### config.mk
export PLATFORM = sky130hd
export DESIGN_NAME = y2r_chroma_coef
export DESIGN_NICKNAME = d
export VERILOG_FILES = /design/src/rtl/y2r_pkg.sv /design/src/rtl/y2r_chroma_coef.sv
export SDC_FILE = /design/constraint.sdc
export NUM_CORES = 1
export LEC_CHECK = 0
export CAP_MARGIN = 20
export CORE_ASPECT_RATIO = 1.4
export CORE_MARGIN = 1.5
export CORE_UTILIZATION = 60
export DETAILED_ROUTE_END_ITERATION = 10
export DONT_BUFFER_PORTS = 1
export GPL_TIMING_DRIVEN = 0
export PLACE_DENSITY = 0.76
export SYNTH_ARGS = -nofsm -noshare
export SYNTH_HDL_FRONTEND = slang
export SYNTH_SLANG_ARGS = --single-unit
export TNS_END_PERCENT = 50
### constraint.sdc
create_clock -name i_clk -period 18.23 [get_ports i_clk]
set_input_delay 2.7345 -clock i_clk [delete_from_list [all_inputs] [get_ports i_clk]]
set_output_delay 2.7345 -clock i_clk [all_outputs]
set_load 0.005 [all_outputs]
### src/rtl/y2r_pkg.sv
// Shared types and constants for the 4:2:0 to RGB565 converter.
// Depends on nothing; y2r_chroma_coef, y2r_pixel_pack and the top level use its scoped names.
package y2r_pkg;

    localparam int MAX_PAIRS = 2048;
    localparam int MAX_LINES = 4096;
    localparam int COL_W     = $clog2(MAX_PAIRS);
    localparam int LINE_W    = $clog2(MAX_LINES);

    // Register widths fixed by the register map
    localparam int PPL_W     = 12;
    localparam int LPF_W     = 13;
    localparam int CFG_IDX_W = 2;
    localparam int CFG_DAT_W = 13;

    // Comparison widths for the end-of-line and end-of-frame tests
    localparam int COL_CMP_W  = (COL_W + 1 > PPL_W) ? COL_W + 1 : PPL_W;
    localparam int LINE_CMP_W = (LINE_W + 1 > LPF_W) ? LINE_W + 1 : LPF_W;

    localparam logic [PPL_W-1:0] PPL_RESET = PPL_W'(320);
    localparam logic [LPF_W-1:0] LPF_RESET = LPF_W'(480);

    // BT.601 coefficients, 8 fractional bits
    localparam logic signed [17:0] COEF_R  = 18'sd359;
    localparam logic signed [17:0] COEF_B  = 18'sd454;
    localparam logic signed [17:0] COEF_GB = 18'sd88;
    localparam logic signed [17:0] COEF_GR = 18'sd183;
    localparam logic [7:0]         CHROMA_BIAS = 8'h80;

    typedef enum logic [CFG_IDX_W-1:0] {
        CFG_PAIRS_PER_LINE  = 2'd0,
        CFG_LINES_PER_FRAME = 2'd1,
        CFG_GREEN_ROUND     = 2'd2
    } t_cfg_idx;

    // Per-pair chroma contribution, already divided by 256 (floor)
    typedef struct packed {
        logic signed [8:0] r;
        logic signed [8:0] g;
        logic signed [8:0] b;
    } t_chroma_offs;

    // Chroma entry as stored: Cr in the high byte, Cb in the low byte
    typedef struct packed {
        logic [7:0] cr;
        logic [7:0] cb;
    } t_chroma_entry;

endpackage

### src/rtl/y2r_chroma_coef.sv
// Chroma product stage: Cb/Cr times the BT.601 coefficients, floored by 256.
// Depends on y2r_pkg. Output is registered; one pair enters per enabled cycle.
module y2r_chroma_coef (
    input  logic                  i_clk,
    input  logic                  i_en,
    input  y2r_pkg::t_chroma_entry i_entry,
    input  logic                  i_green_mode,
    output y2r_pkg::t_chroma_offs o_offs
);

    logic signed [17:0] cb;
    logic signed [17:0] cr;
    logic signed [17:0] prod_r;
    logic signed [17:0] prod_b;
    logic signed [17:0] prod_g;
    logic signed [17:0] prod_g_neg;
    logic signed [9:0]  g_floor;
    logic signed [9:0]  g_floor_neg;
    y2r_pkg::t_chroma_offs n_offs;
    y2r_pkg::t_chroma_offs r_offs;

    always_comb begin
        // byte - 128 is the byte with its top bit flipped, read as signed
        cb = 18'(signed'(i_entry.cb ^ y2r_pkg::CHROMA_BIAS));
        cr = 18'(signed'(i_entry.cr ^ y2r_pkg::CHROMA_BIAS));
        prod_r = cr * y2r_pkg::COEF_R;
        prod_b = cb * y2r_pkg::COEF_B;
        prod_g = cb * y2r_pkg::COEF_GB + cr * y2r_pkg::COEF_GR;
        prod_g_neg = -prod_g;
        g_floor = prod_g[17:8];
        g_floor_neg = -g_floor;

        n_offs.r = prod_r[16:8];
        n_offs.b = prod_b[16:8];
        // mode 0 subtracts floor(sum/256); mode 1 adds floor(-sum/256)
        if (i_green_mode) begin
            n_offs.g = prod_g_neg[16:8];
        end else begin
            n_offs.g = g_floor_neg[8:0];
        end
    end

    always_ff @(posedge i_clk) begin
        if (i_en) begin
            r_offs <= n_offs;
        end
    end

    assign o_offs = r_offs;

endmodule

; ---- After elaboration in Yosys (flattened, before gate mapping)
; Index checks and enable logic that the tools add are counted.
[totals]
ff_bits = 27
input_bits = 19
output_inout_bits = 27
wordCells = 13
[classes]
add_sub_neg = 3
n_mul = 4
muxes = 1
bitwise = 2
[ops]
columns = op, count
row1 = adder 16 x 17 -> 17 bit, 1
row2 = multiplier 8 x 10 -> 17 bit (second input constant), 1
row3 = multiplier 8 x 9 -> 17 bit (second input constant), 1
row4 = negation 17 bit, 1
row5 = multiplier 8 x 9 -> 16 bit (second input constant), 1
row6 = multiplier 8 x 5 -> 13 bit (second input constant), 1
row7 = two-way mux 9 bit, 1
row8 = negation 9 bit, 1
row9 = NOT 1 bit, 2

; ---- Logic depth before layout (Yosys ltp)
; Gate-level depths: netlist (run 1).
[logic_depth]
word_depth = 5
mapped_depth = 24
ltp_nobuf = 24

; ---- Worst setup path before layout (run 1)
; Ideal clock, no wire load.
[synth_timing]
kind = input to register
startpoint = in i_entry[0] in the netlist's numbering
endpoint = reg r_offs, in the netlist o_offs[17] (data pin)
setup_time_ps = 260
arrival_ps = 7807
t_required_ps = 17970
slack_ps = 10163
path_stages = 23
path_buffers = 0
path_cell_list = ha_1 ha_1 fa_1 ha_1 fa_1 inv_1 fa_1 inv_1 fa_1 inv_1 fa_1 inv_1 ha_1 a21oi_2 inv_1 a21oi_1 xnor2_1 inv_1 ha_1 nand2_1 nor3b_2 nand3_1 xnor2_1
[synth_rtl]
columns = element, line_no
row1 = from (decl), y2r_chroma_coef.sv:6  ; input y2r_pkg::t_chroma_entry i_entry,
row2 = to (signal assigned), y2r_chroma_coef.sv:45  ; r_offs <= n_offs;
row3 = to (decl), y2r_chroma_coef.sv:20  ; y2r_pkg::t_chroma_offs r_offs;

==> impl_metrics.ini, run 1 <==
[cts]
cts.htree.levels = 1
cts_tree = done
ctsRootBufferMaster = clkbuf_16
postCtsSetupRepairBufs = 0
cts.sink_count = 27
cts_inserted_buffers = 3
cts.repair.resized = 0
ctsLongestPathBuffers = 2
cts-hold-fix-buffers = 0
clkSlewWorstSetupHoldPaths_ns = 0.08

[critical_path]
critical-path-top-delay-family = adder cells
timing.critical_path.to_type = flip-flop
cp_data_required_time_ns = 18.26
element_type_at_the_critical_path_start = input pin
timing.critical_path.buf_inv = 2
critPathKind = in -> reg
arrival_ns = 8.33
max_stage_delay_ns = 0.55
timing.critical_path.slowest_stage_cell = nor4_2
worst_setup_path_startpoint = i_entry[1]
critical-path-top-cell-by-count = ha_1
timing.critical_path.fanout_max = 6
cp_cell_sequence = ha_1 > fa_1 > ha_1 > a21oi_1 > xnor2_1 > ha_1 > inv_1 > fa_1 > fa_1 > inv_1 > fa_1 > ha_1 > ha_1 > nand2_1 > o31a_1 > xnor2_1 > nor4_2 > nand3_1 > xnor2_1

[finish]
fin_util_pct = 64.0
register_area_um2 = 811
multiInputGateArea_mm2 = 0.00424
fillCellCount = 699
share_of_layout_cells_above_drive_strength_1_pct = 2.17
largest_register_ff_count = 27
finish.net_count = 779
design_area_mm2 = 0.00578
layout-area-overhead-vs-synth_pct = 3.89
diodes = 0

[yosys]
ys_ff_latch = 27
synth_adder_area_share_pct = 54.1
synth_area_mm2 = 0.00556
synth_cell_types = 41
synth_edf_count = 27
syn-mean-instance-area_um2 = 10.1
synth_top_family_by_area = adder cells
synthesized_instance_count = 550
synth_compound_gate_area_share_pct = 8.66
synth_top_area_share_pct = 32.8
synth_area_in_simple_gates_pct = 4.70
synth_xor_area_share_pct = 8.50
synth.top_cells.by_area = ha_1 (33%), fa_1 (21%), edfxtp_1 (15%), inv_1 (9.2%), xnor2_1 (5.7%)
synth-async-reset-ratio_pct = 0
synth-seq-area-share_pct = 14.6
mappedNetlistNets = 774
ys.warnings.count = 0
synth_flop_cell = edfxtp_1
largest_area_contributor_in_the_synthesized_netlist = ha_1
synth.area.mux_share_pct = 0.202

[sta]
hold_slack_ns = 2.56
period_needed_ns = 8.30
totalNegativeSetupSlack_ns = 0
worst_slew_slack_as_a_fraction_of_its_limit_pct = 60.7
layout_worst_path_cycle_share_pct = 45.6
report.final.hold_viol_count = 0
setup_viol = 0
rsz0062_at_grt = false
worst_slew_pin_slew_ns = 0.585
clock.fmax_mhz = 120
report.final.slew_viol_count = 0

[status]
run_status = finished, final reports clean

[global_routing]
via_count_of_the_first_global_routing_pass = 4171
grt_antenna_before_repair = 0
first_pass_grt_wire_length_um = 17900
grt_start_max_net_pins = 28
total_routing_resource_utilization_after_global_routing_pct = 23.2
global_route.overflow_total = 0

[floorplan]
dieWidth_um = 84.4
initial_utilization_pct = 61.6
num_io_pins = 46
fp-row-count = 41
die_h_um = 117
fp.coreArea_mm2 = 0.00903
fp.dieArea_mm2 = 0.00987

[hold_path]
min_path_type = in -> reg
holdCritStartpoint = i_en

[detailed_routing]
routed_via_density = 5.63
drc = 0
drt_first_iter_violations = 102
antenna_left = 0
dr.pass1.iters = 4
routed_wire_length_per_instance_um = 15.7
wirelength_um = 10400
vias = 3722

[placed_design]
dpl-instance-area_mm2 = 0.00570
place_congestion = 0.878
dp_wirelength_um = 8970
io_buffers = 0

[job]
total_of_max_cap_violations = 0
[cell usage in the layout (no fill, tap or decap), types with 3 or more instances in the layout]
master / synthesis / routed
edfxtp_1: 27 / 27
inv_1: 136 / 136
o21bai_1: 3 / 3
ha_1: 146 / 146
o21a_1: 5 / 5
nor3_1: 3 / 3
o21ai_0: 8 / 8
nor2_1: 17 / 17
clkbuf_16: 0 / 3
nand3_1: 6 / 6
a21o_1: 9 / 9
nor2b_1: 4 / 4
o211ai_1: 4 / 4
fa_1: 59 / 59
xnor2_1: 36 / 36
a21oi_1: 23 / 23
a31oi_1: 3 / 3
nand2_1: 12 / 12
xor2_1: 18 / 18
[per-stage QoR]
step	instances	setup slack [ns]
final	661	9.93
after global placement	657	9.76
after detailed placement	657	9.65
after floorplan	550	10.16
after CTS	661	9.94
after global routing	661	9.70
[synthesized netlist by cell type (3+ instances only)]
cell        n
edfxtp_1   27
o21a_1      5
ha_1      146
a21o_1      9
a31oi_1     3
o21ai_0     8
xor2_1     18
nor2b_1     4
nand2_1    12
nand3_1     6
nor3_1      3
a21oi_1    23
nor2_1     17
xnor2_1    36
fa_1       59
inv_1     136
o21bai_1    3
o211ai_1    4
[layout make-up]
class	count	area share, %
Multi-Input combinational cell	385	73.3
Inverter	136	8.83
Sequential cell	27	14.0
Buffer	2	0.130
Clock inverter	1	0.130
Clock buffer	3	1.30
Tap cell	107	2.32
[layer usage]
| metal | wire length [um] | track usage (%) | up-vias |
|---|---|---|---|
| li1 | - | - | 1813 |
| met1 | 3850 | 22.5 | 1801 |
| met2 | 5790 | 47.8 | 82 |
| met3 | 392 | 3.44 | 26 |
| met4 | 352 | 10.4 | 0 |
| met5 | 0 | 0 | - |
[worst paths after layout]
path / to / slack [ns] / cells past startpoint
max: o_offs[16] / 9.93 / 19
min: o_offs[5] / 2.56 / 0
[cell families after synthesis]
family	after synthesis
adder cells (fa/ha/maj)	205
multiplexers	1
AO/OA/AOI/OAI	72
XOR/XNOR	54
AND/OR/NAND/NOR	53
flip-flops	27
buffers and inverters	138
Power of run 1 is not shown: default switching activity piles up to over one toggle a cycle in this logic, so the estimate is an artifact.
==> run 2, diff against run 1 <==
--- a/config.mk
+++ b/config.mk
@@ -12,7 +12,7 @@
 export DETAILED_ROUTE_END_ITERATION = 10
 export DONT_BUFFER_PORTS = 1
 export GPL_TIMING_DRIVEN = 0
-export PLACE_DENSITY = 0.76
+export PLACE_DENSITY = 0.79
 export SYNTH_ARGS = -nofsm -noshare
 export SYNTH_HDL_FRONTEND = slang
 export SYNTH_SLANG_ARGS = --single-unit
==> constraint.sdc (replaced) <==
create_clock -name i_clk -period 7.3 [get_ports i_clk]
set_input_delay 1.095 -clock i_clk [delete_from_list [all_inputs] [get_ports i_clk]]
set_output_delay 1.095 -clock i_clk [all_outputs]
set_load 0.005 [all_outputs]
==> run 2 against run 1 <==
Effect of this change:
- routed wire length down 1.1%
- die area stayed put
- global-route usage down 0.46 points
- critical path depth is the same
- core utilization unchanged
- critical path type unchanged
==> impl_metrics.ini, run 2 (synthesis results as in run 1) <==
[status]
run_status = finished, final reports clean

[cts]
ctsLongestPathBuffers = 2
cts_tree = done
cts.sink_count = 27
postCtsSetupRepairBufs = 0
cts.repair.resized = 0
ctsRootBufferMaster = clkbuf_16
cts.htree.levels = 1
cts-hold-fix-buffers = 0
cts_inserted_buffers = 3
clkSlewWorstSetupHoldPaths_ns = 0.08

[sta]
clock.fmax_mhz = 151
period_needed_ns = 6.63
report.final.hold_viol_count = 0
rsz0062_at_grt = false
worst_slew_pin_slew_ns = 0.617
totalNegativeSetupSlack_ns = 0
report.final.slew_viol_count = 0
worst_slew_slack_as_a_fraction_of_its_limit_pct = 58.5
layout_worst_path_cycle_share_pct = 90.8
setup_viol = 0

[floorplan]
fp.coreArea_mm2 = 0.00903
fp-row-count = 41
die_h_um = 117
fp.dieArea_mm2 = 0.00987
num_io_pins = 46
dieWidth_um = 84.4
initial_utilization_pct = 61.6

[hold_path]
min_path_type = in -> reg

[global_routing]
grt_start_max_net_pins = 28
global_route.overflow_total = 0
grt_antenna_before_repair = 0
first_pass_grt_wire_length_um = 17700
total_routing_resource_utilization_after_global_routing_pct = 22.7
via_count_of_the_first_global_routing_pass = 4148

[finish]
layout-area-overhead-vs-synth_pct = 3.89
diodes = 0
most_common_library_cell_in_the_layout_ignoring_fill_and_taps = ha_1
share_of_layout_cells_above_drive_strength_1_pct = 2.17
largest_register_ff_count = 27
fillCellCount = 722
finish.net_count = 779
most-common-layout-cells = ha_1 (146), inv_1 (136), fa_1 (59)

[placed_design]
io_buffers = 0
dp_wirelength_um = 9000
place_congestion = 0.891

[detailed_routing]
drc = 0
vias = 3702
wirelength_um = 10300
routed_via_density = 5.60
routed_wire_length_per_instance_um = 15.5
dr.pass1.iters = 4
drt_first_iter_violations = 101
antenna_left = 0

[critical_path]
critPathKind = in -> reg
element_type_at_the_critical_path_start = input pin
timing.critical_path.to_type = flip-flop
cp_data_required_time_ns = 7.33
timing.critical_path.fanout_max = 6
arrival_ns = 6.66

[job]
total_of_max_cap_violations = 0
## run 2: cell counts in the layout (fill, tap and decap cells not counted)
No cell type changed its count.
## run 2: path summary, 6_finish.rpt
check             cells after the start        from  slack, ns         end
hold / removal                        0        i_en       0.92   o_offs[7]
setup / recovery                     19  i_entry[1]       0.67  o_offs[16]
## run 2: through the flow
| step | util [%] | hold WS (ns) | std cells | setup WS (ns) | instance area, um2 |
|---|---|---|---|---|---|
| 6_report | 64.0 | 0.925 | 661 | 0.669 | 5780 |
| 5_1_grt | 64.0 | 0.918 | 661 | 0.372 | 5780 |
| 4_1_cts | 64.0 | 0.921 | 661 | 0.675 | 5780 |
| 3_5_place_dp | 63.1 | 1.21 | 657 | 0.405 | 5700 |
| 3_3_place_gp | 63.1 | 1.21 | 657 | 0.463 | 5700 |
| 2_1_floorplan | - | 1.21 | 550 | 0.872 | 5560 |
## run 2: critical path, stage by stage
cell,delay [ns]
ha_1,0.29
fa_1,0.46
ha_1,0.35
a21oi_1,0.22
xnor2_1,0.17
ha_1,0.26
inv_1,0.07
fa_1,0.43
fa_1,0.49
inv_1,0.06
fa_1,0.48
ha_1,0.32
ha_1,0.35
nand2_1,0.11
o31a_1,0.37
xnor2_1,0.23
nor4_2,0.57
nand3_1,0.18
xnor2_1,0.15
## run 2: metal layers
layer | routed length (um) | GRT usage (%)
met2 | 5740 | 46.1
met3 | 320 | 2.88
met1 | 3840 | 23.0
met4 | 382 | 10.2
met5 | 0 | 0
## run 2: area by class of cell
class | instances | area, um2 | area share, %
Inverter | 136 | 510 | 8.83
Tap cell | 107 | 134 | 2.32
Multi-Input combinational cell | 385 | 4240 | 73.3
Clock buffer | 3 | 75.1 | 1.30
Buffer | 2 | 7.51 | 0.130
Clock inverter | 1 | 7.51 | 0.130
Sequential cell | 27 | 811 | 14.0
Power of run 2 is left out for the same reason.
