--- src/rtl/y2r_pkg.sv ---
// Shared types and constants for the 4:2:0 to RGB565 converter.
// Depends on nothing; y2r_chroma_coef, y2r_pixel_pack and the top level use its scoped names.
package y2r_pkg;

    localparam int MAX_PAIRS = 2048;
    localparam int MAX_LINES = 4096;
    localparam int COL_W     = $clog2(MAX_PAIRS);
    localparam int LINE_W    = $clog2(MAX_LINES);

    // Register widths fixed by the register map
    localparam int PPL_W     = 12;
    localparam int LPF_W     = 13;
    localparam int CFG_IDX_W = 2;
    localparam int CFG_DAT_W = 13;

    // Comparison widths for the end-of-line and end-of-frame tests
    localparam int COL_CMP_W  = (COL_W + 1 > PPL_W) ? COL_W + 1 : PPL_W;
    localparam int LINE_CMP_W = (LINE_W + 1 > LPF_W) ? LINE_W + 1 : LPF_W;

    localparam logic [PPL_W-1:0] PPL_RESET = PPL_W'(320);
    localparam logic [LPF_W-1:0] LPF_RESET = LPF_W'(480);

    // BT.601 coefficients, 8 fractional bits
    localparam logic signed [17:0] COEF_R  = 18'sd359;
    localparam logic signed [17:0] COEF_B  = 18'sd454;
    localparam logic signed [17:0] COEF_GB = 18'sd88;
    localparam logic signed [17:0] COEF_GR = 18'sd183;
    localparam logic [7:0]         CHROMA_BIAS = 8'h80;

    typedef enum logic [CFG_IDX_W-1:0] {
        CFG_PAIRS_PER_LINE  = 2'd0,
        CFG_LINES_PER_FRAME = 2'd1,
        CFG_GREEN_ROUND     = 2'd2
    } t_cfg_idx;

    // Per-pair chroma contribution, already divided by 256 (floor)
    typedef struct packed {
        logic signed [8:0] r;
        logic signed [8:0] g;
        logic signed [8:0] b;
    } t_chroma_offs;

    // Chroma entry as stored: Cr in the high byte, Cb in the low byte
    typedef struct packed {
        logic [7:0] cr;
        logic [7:0] cb;
    } t_chroma_entry;

endpackage

--- src/rtl/y2r_pixel_pack.sv ---
// One pixel: luma plus chroma offsets, clamp to 0..255, pack as RGB565.
// Depends on y2r_pkg for the offset struct.
module y2r_pixel_pack (
    input  logic [7:0]            i_luma,
    input  y2r_pkg::t_chroma_offs i_offs,
    output logic [15:0]           o_rgb565
);

    logic signed [9:0] sum_r;
    logic signed [9:0] sum_g;
    logic signed [9:0] sum_b;
    logic [7:0]        red;
    logic [7:0]        green;
    logic [7:0]        blue;

    function automatic logic [7:0] clamp_u8(input logic signed [9:0] v);
        logic [7:0] res;
        if (v[9]) begin
            res = 8'd0;
        end else if (v[8]) begin
            res = 8'hff;
        end else begin
            res = v[7:0];
        end
        return res;
    endfunction

    always_comb begin
        sum_r = signed'({2'b00, i_luma}) + signed'({i_offs.r[8], i_offs.r});
        sum_g = signed'({2'b00, i_luma}) + signed'({i_offs.g[8], i_offs.g});
        sum_b = signed'({2'b00, i_luma}) + signed'({i_offs.b[8], i_offs.b});
        red   = clamp_u8(sum_r);
        green = clamp_u8(sum_g);
        blue  = clamp_u8(sum_b);
        o_rgb565 = {red[7:3], green[7:2], blue[7:3]};
    end

endmodule

--- config.mk ---
export PLATFORM = sky130hd
export DESIGN_NAME = y2r_pixel_pack
export DESIGN_NICKNAME = d
export VERILOG_FILES = /design/src/rtl/y2r_pkg.sv /design/src/rtl/y2r_pixel_pack.sv
export SDC_FILE = /design/constraint.sdc
export NUM_CORES = 1
export LEC_CHECK = 0
export ABC_CLOCK_PERIOD_IN_PS = 2750
export BUFFER_PORTS_ARGS = -buffer_cell sky130_fd_sc_hd__buf_2
export CAP_MARGIN = 25
export CORE_UTILIZATION = 53
export DETAILED_ROUTE_END_ITERATION = 16
export GPL_TIMING_DRIVEN = 0
export PLACE_DENSITY = 0.91
export SLEW_MARGIN = 15
export SYNTH_ARGS = -nofsm -noshare
export SYNTH_HDL_FRONTEND = slang
export SYNTH_SLANG_ARGS = --single-unit
--- constraint.sdc ---
create_clock -name vclk -period 2.75
set_input_delay 0.1375 -clock vclk [all_inputs]
set_output_delay 0.1375 -clock vclk [all_outputs]
set_load 0.01 [all_outputs]
* Word level (Yosys, flattened, before mapping)
Cells that the tools add are included.
** Word-level totals
- Input port bits :: 35
- Logic and storage cells :: 9
- Output and inout bits :: 16
- Bits in registers :: 0
** Cells by class
- Add/subtract/negate cells :: 3
- Mux-type cells :: 6
** Operators with widths (number)
- 8-bit two-way mux :: 6
- 9-bit by 9-bit adder with 10-bit output :: 3

* Logic depth before layout (Yosys ltp)
Gate-level depths: netlist of the first run.
- Word-level depth :: 3
- Mapped depth :: 6
- Gate-level depth less buffers :: 6

* Worst setup path after synthesis of the first run
No wires, ideal clock.
- Path kind :: input to output
- From :: in i_luma[4]
- To :: out o_rgb565[4]
- Required time :: 2612 ps
- Buffers on the path :: 0
- Slack :: 1073 ps
- Arrival :: 1539 ps
- Cell stages on the path :: 6
- Cell sequence :: ha_1 a21o_1 a21o_1 o21a_1 o211a_1 a211oi_2
** On the way
- Longest elaborated chain between the ends :: 3
** RTL lines
- from (decl) :: line y2r_pixel_pack.sv:4 : input logic [7:0] i_luma,
- 9-bit by 9-bit adder with 10-bit output (*) :: line y2r_pixel_pack.sv:31 : sum_b = signed'({2'b00, i_luma}) + signed'({i_offs.b[8], i_offs.b});
- 8-bit two-way mux :: line y2r_pixel_pack.sv:20 : end else if (v[8]) begin
- 8-bit two-way mux (*) :: line y2r_pixel_pack.sv:18 : if (v[9]) begin
- to (decl) :: line y2r_pixel_pack.sv:6 : output logic [15:0] o_rgb565
Every way passes the cells marked *; elsewhere a longest branch is shown, timed or not.

* Worst setup path after layout of the first run
Same ends and word-level chain as after synthesis.

==> qor.log, run 1 <==
[logic_synthesis] leading post-synthesis cells by instance count 21 x ha_1, 12 x a21oi_1, 9 x nand3_1
[logic_synthesis] synthesized net count 181
[detailed_routing] iteration count of the initial detailed-routing pass 4
[detailed_routing] ratio of routed vias to standard cells 5.63
[sta] post-route clock period utilization 0.737
[final_layout] layout sequential cell count 0
[clock_network] Post-CTS Repair Setup Buffers 0
[grt] global-route usage over all layers 0.265
[critical_path] start-to-end type of the worst setup path input port to primary output
[final_layout] multi-input gate area in the final layout 970 µm²
[critical_path] CP cell instances buf_2 > ha_1 > a21o_1 > a21o_1 > o21a_1 > a2111oi_4 > a211oi_2 > buf_2
[floorplanning] number of rows in the core area 15
[logic_synthesis] synthesized area divided by synthesized cell count 8.00 µm²
[sta] Pins Over Slew Limit 0
[final_layout] area of all sequential standard cells 0 µm²
[detailed_routing] average detailed-routed wire length per instance 12.3 µm
[sta] Relative slew margins 0.738
[final_layout] total of clock buffers placed in the layout 0
[hold_path] HP Class input port to primary output
[floorplanning] Core Area 1750 µm²
[sta] final hold violations 0
[floorplanning] I/O Pins 51
[logic_synthesis] cell count after synthesis 125
[critical_path] maximum single-stage delay on the critical path 360 ps
[critical_path] highest net fanout along the worst path 5
[logic_synthesis] simple-gate share of the synthesized area 0.179
[grt] wire length of the first global-routing pass 4.24 mm
[place] post-detailed-placement half-perimeter wirelength 2.29 mm
[critical_path] crit path launch type input port
[place] routability cong. 0.768
[sta] Post-Route Setup TNS 0 ps
[detailed_routing] Post-route DRC 0
[logic_synthesis] number of different library cells in the post-synthesis netlist 37
[floorplanning] Chip Width 45.4 µm
[detailed_routing] wire length reported by the detailed router 2.48 mm
[final_layout] area grow syn2layout 28.7%
[logic_synthesis] Synth area leaders ha_1 26%, a21oi_1 6.0%, xnor2_1 5.3%
[detailed_routing] DRT antenna net count 0
[flow_run] MaxCap Viol Count 0
[logic_synthesis] warnings from Yosys 0
[floorplanning] y dimension of the die 45.4 µm
[logic_synthesis] mux contribution to synthesized area 0
[final_layout] share of post-route cells with drive strength above 1 0.352
[pwr] Pleak 0.667 nW
[final_layout] Antenna Cells 0
[clock_network] number of buffers added to fix hold violations after cts 0
[pwr] Final Power 0.334 mW
[floorplanning] Die Outline Area 2060 µm²
[grt] largest net degree at the start of global routing 8
[logic_synthesis] sequential cell area fraction in the yosys report 0
[run_status] outcome complete, no violations
[logic_synthesis] share of the synthesized area in compound gates (AO/OA/AOI/OAI) 0.357
[logic_synthesis] largest family of logic cells by synthesized area compound AO/OA/AOI/OAI gates
[logic_synthesis] count leader, synth ha_1
[detailed_routing] vias after detailed routing 1131
[grt] number of antenna violations at the first check in global routing 0
[grt] number of global-route vias before repair 1126
[logic_synthesis] cell accounting for the most synthesized area ha_1
[critical_path] required time of the worst setup path 2610 ps
[pwr] total power per unit cell area 260 nW/µm²
[clock_network] post-CTS resize count 0
[logic_synthesis] cell area after technology mapping 1000 µm²
[sta] Period minus WS final 2030 ps
[sta] RSZ-0062 raised after global routing no
[detailed_routing] First DRT Iteration DRCs 11
[critical_path] Max stage delay cell, worst path ha_1
[logic_synthesis] adder-cell share of the synthesized area 0.347
[sta] Fmax achieved 493 MHz
[floorplanning] initial standard-cell utilization of the core 0.573
[logic_synthesis] post-synthesis share of cell area spent on xor and xnor gates 0.0876
[pwr] worst vdd ir 0.000167 V
[sta] transition time at the pin with the least slew margin 383 ps
[grt] leftover overflow at the end of global routing 0
[final_layout] final-layout fill cell count 147
[final_layout] Final Net Count 234
[critical_path] kind of end point of the critical path primary output
[logic_synthesis] area share of the largest cell type after synthesis 0.263
[critical_path] arrival time of data at the critical path endpoint 1890 ps
[place] number of port buffers 51
[sta] Setup-failing EPs final 0
-- cells by family after synthesis --
family,count (synthesis)
compound gates,44
simple gates,34
fa+ha+maj,29
xor+xnor,10
buf+inv,8
-- routing by layer --
layer / track usage / routed length (µm)
met1: 0.281 / 1010
met2: 0.577 / 1420
met3: 0.00397 / 53
met4: 0.0182 / 0
met5: 0 / 0
-- worst paths after layout --
path | start | end | slack, ps | cells after the start
max | i_luma[4] | o_rgb565[4] | 720 | 8
min | i_offs[26] | o_rgb565[15] | 560 | 3
-- critical path, delay by kind of cell --
family	cells	cell delay, ps
compound gates	5	1110
fa+ha+maj	1	360
buf+inv	2	280
-- cells in the final DEF (no fill, tap or decap), types with 2 or more instances in the layout --
cell type,instances
a21o_1,5
o211a_1,2
maj3_1,5
ha_1,21
maj3_2,3
a21oi_1,12
o21a_1,5
and3_1,2
o21ai_0,4
buf_2,51
o211ai_1,2
inv_1,7
xor2_1,4
nor3_1,6
a211oi_1,2
nand3_1,9
nand4_1,2
xnor2_1,6
nor2_1,5
nand2_1,5
-- area by class of cell --
class                           count  area share
Multi-Input combinational cell    117       0.754
Timing Repair Buffer               51       0.198
Tap cell                           25      0.0243
Inverter                            8      0.0233
-- where the power goes --
| part | leakage (nW) | total (mW) | internal [mW] | switching [mW] |
|---|---|---|---|---|
| sequential | 0 | 0 | 0 | 0 |
| combinational | 0.667 | 0.334 | 0.160 | 0.174 |
| clock | 0 | 0 | 0 | 0 |
| total | 0.667 | 0.334 | 0.160 | 0.174 |
-- per-stage QoR --
stage | util | instances | hold WS, ps | cell area [µm²] | setup slack (ps)
after global routing | 0.737 | 201 | 584 | 1290 | 617
after detailed placement | 0.737 | 201 | 562 | 1290 | 737
final | 0.737 | 201 | 563 | 1290 | 723
after floorplan | - | 125 | 340 | 1000 | 1070
after global placement | 0.737 | 201 | 550 | 1290 | 793
after CTS | 0.737 | 201 | 563 | 1290 | 737
Power figures use the tool's default switching activity.
==> run 2, diff against run 1 <==
--- a/config.mk
+++ b/config.mk
@@ -5,13 +5,13 @@
 export SDC_FILE = /design/constraint.sdc
 export NUM_CORES = 1
 export LEC_CHECK = 0
-export ABC_CLOCK_PERIOD_IN_PS = 2750
+export ABC_CLOCK_PERIOD_IN_PS = 2100
 export BUFFER_PORTS_ARGS = -buffer_cell sky130_fd_sc_hd__buf_2
 export CAP_MARGIN = 25
-export CORE_UTILIZATION = 53
+export CORE_UTILIZATION = 49
 export DETAILED_ROUTE_END_ITERATION = 16
 export GPL_TIMING_DRIVEN = 0
-export PLACE_DENSITY = 0.91
+export PLACE_DENSITY = 0.85
 export SLEW_MARGIN = 15
 export SYNTH_ARGS = -nofsm -noshare
 export SYNTH_HDL_FRONTEND = slang
==> constraint.sdc (replaced) <==
create_clock -name vclk -period 2.1
set_input_delay 0.105 -clock vclk [all_inputs]
set_output_delay 0.105 -clock vclk [all_outputs]
set_load 0.01 [all_outputs]
==> run 2 against run 1 <==
  * Worst hold slack worse by 70 ps
  * Non-clock buffer count stayed put
  * Final cell count did not move
  * First-iteration DRC count decreased by 36%
  * Highest routed layer unchanged
  * Critical path type unchanged
  * Sequential share of layout area is the same
  * Critical path depth did not move
  * Flip-flop and latch count stayed put
  * Setup slack worse by 590 ps
  * Wire length unchanged
  * Total power rose by 31%
==> qor.log, run 2 (synthesis gave the netlist of run 1 again) <==
[critical_path] required time of the worst setup path 2000 ps [-610 ps]
[final_layout] Final Net Count 234 [unchanged]
[detailed_routing] iteration count of the initial detailed-routing pass 4 [unchanged]
[final_layout] area grow syn2layout 28.7% [unchanged]
[place] post-detailed-placement half-perimeter wirelength 2.25 mm [-1.8%]
[sta] post-route clock period utilization 0.938
[sta] RSZ-0062 raised after global routing no
[grt] number of antenna violations at the first check in global routing 0 [unchanged]
[place] number of port buffers 51 [unchanged]
[pwr] Pleak 0.667 nW [unchanged]
[grt] number of global-route vias before repair 1065 [-5.4%]
[critical_path] arrival time of data at the critical path endpoint 1860 ps [-30 ps]
[run_status] outcome complete, no violations
[clock_network] number of buffers added to fix hold violations after cts 0 [unchanged]
[final_layout] total of clock buffers placed in the layout 0 [unchanged]
[critical_path] crit path launch type input port
[floorplanning] Chip Width 47.2 µm [+3.8%]
[final_layout] layout sequential cell count 0 [unchanged]
[critical_path] kind of end point of the critical path primary output
[critical_path] highest net fanout along the worst path 5 [unchanged]
[floorplanning] Die Outline Area 2230 µm² [+7.8%]
[flow_run] MaxCap Viol Count 0 [unchanged]
[floorplanning] I/O Pins 51 [unchanged]
[detailed_routing] wire length reported by the detailed router 2.48 mm [unchanged]
[grt] global-route usage over all layers 0.254 [-0.0112]
[sta] Period minus WS final 1970 ps
[final_layout] leading cell types in the layout, fill and taps excluded 51 x buf_2, 21 x ha_1, 12 x a21oi_1, 9 x nand3_1, 7 x inv_1
[final_layout] final core utilization 0.707 [-0.0304]
[final_layout] multi-input gate area in the final layout 970 µm² [unchanged]
[detailed_routing] Post-route DRC 0 [unchanged]
[place] routability cong. 0.765 [-0.39%]
[sta] transition time at the pin with the least slew margin 403 ps [+20.3 ps]
[detailed_routing] average detailed-routed wire length per instance 12.3 µm [unchanged]
[sta] Setup-failing EPs final 0 [unchanged]
[detailed_routing] vias after detailed routing 1145 [+1.2%]
[floorplanning] y dimension of the die 47.2 µm [+3.8%]
[sta] Relative slew margins 0.730 [-0.00855]
[sta] Post-Route Setup TNS 0 ps [unchanged]
[clock_network] Post-CTS Repair Setup Buffers 0 [unchanged]
[critical_path] Max stage delay cell, worst path ha_1
[detailed_routing] DRT antenna net count 0 [unchanged]
[final_layout] most common cell after layout, fill and taps aside buf_2
[pwr] total power per unit cell area 340 nW/µm² [+31%]
[critical_path] CP cell instances buf_2 > ha_1 > a21o_1 > a21o_1 > o21a_1 > a2111oi_4 > a211oi_2 > buf_2
[sta] final hold violations 0 [unchanged]
[floorplanning] Core Area 1820 µm² [+4.3%]
[floorplanning] initial standard-cell utilization of the core 0.549 [-0.0236]
[hold_path] HP Class input port to primary output
[final_layout] area of all sequential standard cells 0 µm² [unchanged]
[final_layout] final-layout fill cell count 176 [+20%]
[grt] wire length of the first global-routing pass 4.24 mm [-0.16%]
[floorplanning] number of rows in the core area 15 [unchanged]
[detailed_routing] ratio of routed vias to standard cells 5.70 [+1.2%]
[grt] largest net degree at the start of global routing 8 [unchanged]
[final_layout] share of post-route cells with drive strength above 1 0.352 [unchanged]
[sta] Fmax achieved 508 MHz
[detailed_routing] First DRT Iteration DRCs 7 [-4]
[grt] leftover overflow at the end of global routing 0 [unchanged]
[critical_path] start-to-end type of the worst setup path input port to primary output
[clock_network] post-CTS resize count 0 [unchanged]
[final_layout] Antenna Cells 0 [unchanged]
[pwr] Final Power 0.437 mW [+31%]
[pwr] worst vdd ir 0.000204 V [+22%]
[sta] Pins Over Slew Limit 0 [unchanged]
[critical_path] maximum single-stage delay on the critical path 370 ps [about the same]
-- run 2: routing by layer --
layer / global-route usage / wire length, µm / share of wire / vias up
met4: 0.00571 / 0 / 0 / 0
met2: 0.550 / 1350 / 0.54 / 29
met1: 0.276 / 1050 / 0.42 / 521
li1: - / - / - / 595
met3: 0.0115 / 82 / 0.033 / 0
met5: 0 / 0 / 0 / -
-- run 2: critical path: cells and delay by family --
kind | cells | cell delay, ps
adder cells (fa/ha/maj) | 1 | 370
AO/OA/AOI/OAI | 5 | 1120
buffers and inverters | 2 | 280
-- run 2: power breakdown --
part	leakage [nW]	internal [mW]	switching, mW	total (mW)
combinational	0.667	0.210	0.227	0.437
clock	0	0	0	0
sequential	0	0	0	0
total	0.667	0.210	0.227	0.437
-- run 2: cell type report --
| type | count | share of cell area |
|---|---|---|
| multi-input combinational | 117 | 0.754 |
| inverter | 8 | 0.0233 |
| tap | 25 | 0.0243 |
| timing repair buffer | 51 | 0.198 |
-- run 2: final timing paths --
check | startpoint | end | slack, ps | depth (start not counted)
worst max-delay path | i_luma[4] | o_rgb565[4] | 130 | 8
worst min-delay path | i_offs[26] | o_rgb565[15] | 490 | 3
-- run 2: stage by stage --
stage / std cells / instance area [µm²] / setup WS [ps] / hold WS (ps)
global placement: 201 / 1290 / 196 / 489
detailed placement: 201 / 1290 / 134 / 494
floorplan: 125 / 1000 / 488 / 275
finish: 201 / 1290 / 131 / 494
CTS: 201 / 1290 / 130 / 497
global route: 201 / 1290 / 35.3 / 525
